### src/rtl/core/qmn_pkg.sv
`default_nettype none
// ----------------------------------------------------------------------------
// qmn_pkg
// Shared widths, stage indexes, queue item type and arithmetic helpers for
// the quaternion multiply and normalize unit.
// ----------------------------------------------------------------------------
package qmn_pkg;

    localparam int LANES       = 4;
    localparam int IN_W        = 16;
    localparam int OUT_W       = 16;
    localparam int PROD_W      = 34;
    localparam int MAG_W       = 33;
    localparam int SQ_W        = 65;
    localparam int T_W         = 31;
    localparam int ROOT_W      = 16;
    localparam int DIV_STEPS   = 31;
    localparam int SQRT_STEPS  = 16;
    localparam int DIV_BASE    = 1;
    localparam int SQRT_BASE   = DIV_BASE + DIV_STEPS;
    localparam int OUT_STAGE   = SQRT_BASE + SQRT_STEPS;
    localparam int STAGES      = OUT_STAGE + 1;
    localparam int FIFO_DEPTH  = 4;
    localparam int FIFO_PTR_W  = 2;
    localparam int FIFO_CNT_W  = 3;
    localparam int Q_ONE       = 16384;

    typedef logic [MAG_W-1:0] mag_t;

    typedef struct packed {
        logic [LANES-1:0]  neg;
        mag_t [LANES-1:0]  mag;
        mag_t              na;
        mag_t              nb;
        logic              zero;
    } item_t;

    typedef struct packed {
        logic [LANES-1:0]  neg;
        logic              zero;
    } side_t;

    function automatic logic signed [PROD_W-1:0] sx_prod(input logic signed [31:0] v);
        return {{(PROD_W-32){v[31]}}, v};
    endfunction

    function automatic mag_t zx_sq(input logic signed [31:0] v);
        return {{(MAG_W-32){1'b0}}, v};
    endfunction

    // square of a magnitude of at most 2^32
    function automatic logic [SQ_W-1:0] sq_mag(input mag_t v);
        logic [63:0] pp;
        pp = v[31:0] * v[31:0];
        if (v[32])
            return {1'b1, 64'b0};
        return {1'b0, pp};
    endfunction

    // product of two squared norms, each at most 2^32
    function automatic logic [SQ_W-1:0] norm_prod(input mag_t na, input mag_t nb);
        logic [63:0] pp;
        pp = na[31:0] * nb[31:0];
        if (na[32])
            return {nb, 32'b0};
        if (nb[32])
            return {na, 32'b0};
        return {1'b0, pp};
    endfunction

endpackage
`default_nettype wire

### src/rtl/core/qmn_fifo.sv
`default_nettype none
// ----------------------------------------------------------------------------
// qmn_fifo
// Short queue between the front and the back so that each side stalls on
// its own.
// ----------------------------------------------------------------------------
module qmn_fifo
    import qmn_pkg::*;
(
    input  wire logic  clk,
    input  wire logic  rst_n,
    input  wire item_t wr_item,
    input  wire logic  wr_valid,
    output logic       wr_ready,
    output item_t      rd_item,
    output logic       rd_valid,
    input  wire logic  rd_ready
);

    item_t                 mem_reg [FIFO_DEPTH];
    logic [FIFO_PTR_W-1:0] wr_ptr_reg;
    logic [FIFO_PTR_W-1:0] rd_ptr_reg;
    logic [FIFO_CNT_W-1:0] count_reg;
    logic [FIFO_CNT_W-1:0] count_next;
    logic                  do_wr;
    logic                  do_rd;

    assign wr_ready = count_reg != FIFO_CNT_W'(FIFO_DEPTH);
    assign rd_valid = count_reg != '0;
    assign rd_item  = mem_reg[rd_ptr_reg];
    assign do_wr    = wr_valid && wr_ready;
    assign do_rd    = rd_valid && rd_ready;

    always_comb
    begin
        count_next = count_reg;
        if (do_wr && !do_rd)
            count_next = count_reg + 1'b1;
        else if (do_rd && !do_wr)
            count_next = count_reg - 1'b1;
    end

    always_ff @(posedge clk or negedge rst_n)
    begin
        if (!rst_n)
        begin
            wr_ptr_reg <= '0;
            rd_ptr_reg <= '0;
            count_reg  <= '0;
        end
        else
        begin
            if (do_wr)
                wr_ptr_reg <= wr_ptr_reg + 1'b1;
            if (do_rd)
                rd_ptr_reg <= rd_ptr_reg + 1'b1;
            count_reg <= count_next;
        end
    end

    always_ff @(posedge clk)
    begin
        if (do_wr)
            mem_reg[wr_ptr_reg] <= wr_item;
    end

    a_count_bound: assert property (@(posedge clk) disable iff (!rst_n)
        count_reg <= FIFO_CNT_W'(FIFO_DEPTH))
        else $error("queue count beyond depth");

endmodule
`default_nettype wire

### config.mk
export PLATFORM = sky130hd
export DESIGN_NAME = qmn_fifo
export DESIGN_NICKNAME = d
export VERILOG_FILES = /design/src/rtl/core/qmn_pkg.sv /design/src/rtl/core/qmn_fifo.sv
export SDC_FILE = /design/constraint.sdc
export NUM_CORES = 1
export LEC_CHECK = 0
export BUFFER_PORTS_ARGS = -buffer_cell sky130_fd_sc_hd__buf_2
export CORE_MARGIN = 2
export CORE_UTILIZATION = 59
export CTS_BUF_LIST = sky130_fd_sc_hd__clkbuf_4
export DETAILED_ROUTE_END_ITERATION = 6
export PLACE_DENSITY = 0.82
export SYNTH_ARGS = -nofsm -noshare
export SYNTH_HDL_FRONTEND = slang
export SYNTH_SLANG_ARGS = --single-unit
### constraint.sdc
create_clock -name clk -period 7 [get_ports clk]
set_clock_uncertainty 0.2 [all_clocks]
set_input_delay 1.4 -clock clk [delete_from_list [all_inputs] [get_ports clk]]
set_output_delay 1.4 -clock clk [all_outputs]
set_load 0.1 [all_outputs]
==> results.md <==
Setup path:
- The endpoint required time on the critical path is about 5.4 ns.
- The largest fanout of any net on the critical path is 91.
- The cell family contributing the most delay on the critical path is buffers and inverters.
- The critical path contains buffers and inverters numbering 2 combined.
- The worst setup path is captured at an output port.
- The critical path is of the register to output port type.
- The signal on the critical path passes through buf_12, mux4_1, buf_2.
- On the worst path, the slowest cell contributes a delay of around 0.8 ns.
- The type of origin of the critical path is a register.
- The setup check on the worst reg-to-reg path leaves a slack of roughly 3.8 ns.
- At the worst endpoint, the arrival time is ~3.6 ns.
- The slowest cell on the critical path is sky130_fd_sc_hd__dfrtp_4.

Worst hold path:
- The worst min-delay path class is register to register.

Routing:
- The average via count per standard cell is 5.580.
- After detailed routing, the number of remaining DRC violations is 0.
- The total number of vias is between 10k and 15k.
- The routed design has slightly below 60 mm of wire.
- In this run the remaining antenna-violating nets after routing total 0.
- The number of DRC markers after the initial detailed-route iteration is about 900.
- For this run, the detailed router's first-pass iteration total came to 5.
- After detailed routing, the average wire length per cell comes to 23.09 µm.

Synth:
- The number of distinct library cells after synthesis is 20.
- The number of standard cells after synthesis is roughly 1.1k.
- The Yosys step of the flow raised 0 warnings.
- The synthesized design contains around 820 register bits.
- The average instance in the mapped netlist occupies 27.18 µm².
- The number of nets in the synthesized netlist is between 1k and 1.5k.
- Of the synthesized area, sequential elements account for 0.8243.
- The total standard cell area after synthesis is ~30000 µm².

Floorplanning:
- The vertical extent of the die is 228.7 µm.
- The count of boundary I/O pins is 412.
- The placement row count is between 80 and 90.
- The overall die area is approximately 52000 µm².
- The core footprint is between 40000 and 50000 µm².
- The die is around 230 µm wide.
- The initial utilization of the core area, before any placement, comes to 0.5963.

CTS:
- The number of hold buffers added after CTS was 1.
- The CTS tree is built.
- The clock root buffer is sky130_fd_sc_hd__clkbuf_4.
- The total clock buffers created by CTS is slightly below 200.
- The TritonCTS sink count is 819.
- The clock-pin transition on the worst setup and hold timing paths is around 0.070 ns.
- The H-tree was split into 4 levels.
- In this run the post-CTS setup repair buffer count came out at 0.
- The longest clock path from root to sink contains 3 buffers.
- The later pin in the worst-skew pair is clocked with a latency of ~1.0 ns.
- In this run, post-CTS repair resized a total of 0 instances.

Timing:
- The worst slew margin relative to its limit is 0.3299.
- The maximum clock rate is approximately 190 MHz.
- The worst path in the final design needs a cycle of between 5 and 6 ns, including I/O delays and setup.
- The max-slew violation count is 0.
- The final-layout worst hold slack is roughly 0.37 ns.
- The ratio of final minimum period to clock period is 0.7371.
- The slew at the pin closest to its max-slew limit is a little over 1 ns.
- The setup TNS after final layout is 0 ns.
- Setup repair after global routing left no endpoint under its margin.
- The final-report hold violation count is 0.
- The number of failing setup endpoints in the final timing report is 0.

GRT:
- In the global route stage, overall resource usage came out at 0.2297.
- The number of global-route vias before repair was about 15k.
- The initial antenna violation count was 19.
- The pin count of the biggest net entering global routing is about 130.
- The global-route wire length before repair is between 80 and 90 mm.
- The total grt overflow is 0.

Place:
- In this run, placement finished with an instance count of approximately 2.1k.
- In this run the tool buffered the top-level ports with 411 buffer cells.
- The placed instances occupy a cell area of around 33000 µm².
- The detailed-placement wirelength estimate is between 30 and 40 mm.
- The global placer's final weighted congestion is ~0.77.

Finish:
- The finished layout holds 2514 standard cells, fillers aside.
- The net total in the final layout is 1888.
- The number of flip-flops under the largest register name is ~810.
- In the final layout, the share of cells above drive strength 1 is 0.5060.
- The area added between synthesis and finish is 17.71%.
- After routing the design area is roughly 35000 µm².

Status:
- The run finished with clean final reports.

Run:
- Max-cap violations in this run came to 0.
cell type report:
cell class,instances,area (µm²)
clock inverters,60,285.3
fillers,2928,14900
repair buffers,424,2245
well taps,672,840.8
diodes,16,40.04
multi-input cells,228,4888
clock buffers,292,2192
inverters,3,11.26
flip-flops and latches,819,24570
worst paths after layout:
path                                            from                         to  depth (start not counted)
max                        rd_ptr_reg[0]$_DFFE_PN0P_               rd_item[172]                          3
min                         count_reg[2]$_DFFE_PN0P_   count_reg[2]$_DFFE_PN0P_                          1
max reg2reg                 count_reg[0]$_DFFE_PN0P_   mem_reg[1][63]$_DFFE_PP_                          4
min reg2reg                 count_reg[2]$_DFFE_PN0P_   count_reg[2]$_DFFE_PN0P_                          1
max in group asynchronous                      rst_n  rd_ptr_reg[1]$_DFFE_PN0P_                          2
min in group asynchronous                      rst_n  wr_ptr_reg[0]$_DFFE_PN0P_                          2
kinds of logic (layout without fill, tap and decap cells):
logic type                 Yosys count  count (layout)  share of synthesized area
xor gates and xnor gates             6               6                   0.001764
adders and majority gates            6               6                   0.002772
buffers and inverters               49             779                    0.01193
other                                0              16                          0
DFF                                819             819                     0.8243
and+or+nand+nor                     10              10                   0.001722
AOI/OAI and AO/OA                    1               1                  0.0003779
muxes                              205             205                     0.1571
cells in the mapped netlist:
cell,count,share of area
sky130_fd_sc_hd__ha_1,5,0.0021
sky130_fd_sc_hd__clkbuf_1,5,0.00063
sky130_fd_sc_hd__buf_2,23,0.0039
sky130_fd_sc_hd__buf_6,16,0.0060
sky130_fd_sc_hd__mux4_2,180,0.14
sky130_fd_sc_hd__nand2_1,2,0.00025
sky130_fd_sc_hd__dfrtp_1,7,0.0059
sky130_fd_sc_hd__xnor2_1,4,0.0012
sky130_fd_sc_hd__edfxtp_1,812,0.82
sky130_fd_sc_hd__mux2_2,2,0.00076
sky130_fd_sc_hd__or3_1,1,0.00021
sky130_fd_sc_hd__buf_8,2,0.0010
sky130_fd_sc_hd__inv_1,3,0.00038
sky130_fd_sc_hd__nor2_1,2,0.00025
sky130_fd_sc_hd__and2_1,4,0.00084
sky130_fd_sc_hd__a21boi_2,1,0.00038
sky130_fd_sc_hd__xor2_1,2,0.00059
sky130_fd_sc_hd__mux4_1,23,0.020
sky130_fd_sc_hd__fa_1,1,0.00067
sky130_fd_sc_hd__nand3_1,1,0.00017
metal layers:
metal	up-vias	global-route usage	wire, µm
li1	6122	-	-
met1	7192	0.2844	21400
met2	596	0.3640	29810
met3	105	0.08782	5197
met4	12	0.1052	1557
met5	-	0	85
placed cells by master (no fill, tap or decap):
cell,n
sky130_fd_sc_hd__dfrtp_1,5
sky130_fd_sc_hd__clkinvlp_4,1
sky130_fd_sc_hd__clkbuf_4,292
sky130_fd_sc_hd__dlygate4sd3_1,1
sky130_fd_sc_hd__nand3_1,1
sky130_fd_sc_hd__buf_12,7
sky130_fd_sc_hd__xor2_1,2
sky130_fd_sc_hd__clkinv_2,8
sky130_fd_sc_hd__mux2_2,2
sky130_fd_sc_hd__clkinv_1,40
sky130_fd_sc_hd__diode_2,16
sky130_fd_sc_hd__mux4_1,23
sky130_fd_sc_hd__dfrtp_4,2
sky130_fd_sc_hd__buf_2,411
sky130_fd_sc_hd__mux4_2,180
sky130_fd_sc_hd__xnor2_1,4
sky130_fd_sc_hd__ha_1,5
sky130_fd_sc_hd__nand2_1,2
sky130_fd_sc_hd__fa_1,1
sky130_fd_sc_hd__clkinv_4,4
sky130_fd_sc_hd__inv_2,6
sky130_fd_sc_hd__nor2_1,2
sky130_fd_sc_hd__buf_4,5
sky130_fd_sc_hd__inv_1,3
sky130_fd_sc_hd__and2_4,4
sky130_fd_sc_hd__or3_1,1
sky130_fd_sc_hd__bufinv_16,1
sky130_fd_sc_hd__edfxtp_1,812
sky130_fd_sc_hd__a21boi_2,1
through the flow:
stage | util | setup WS (ns)
floorplan | - | 2.153
finish | 0.7019 | 1.840
CTS | 0.7011 | 1.671
global route | 0.7015 | 1.532
detailed placement | 0.6513 | 2.835
global placement | 0.6513 | 2.815
Power is not shown: default switching activity piles up to over one toggle a cycle in this logic, so the estimate is an artifact.
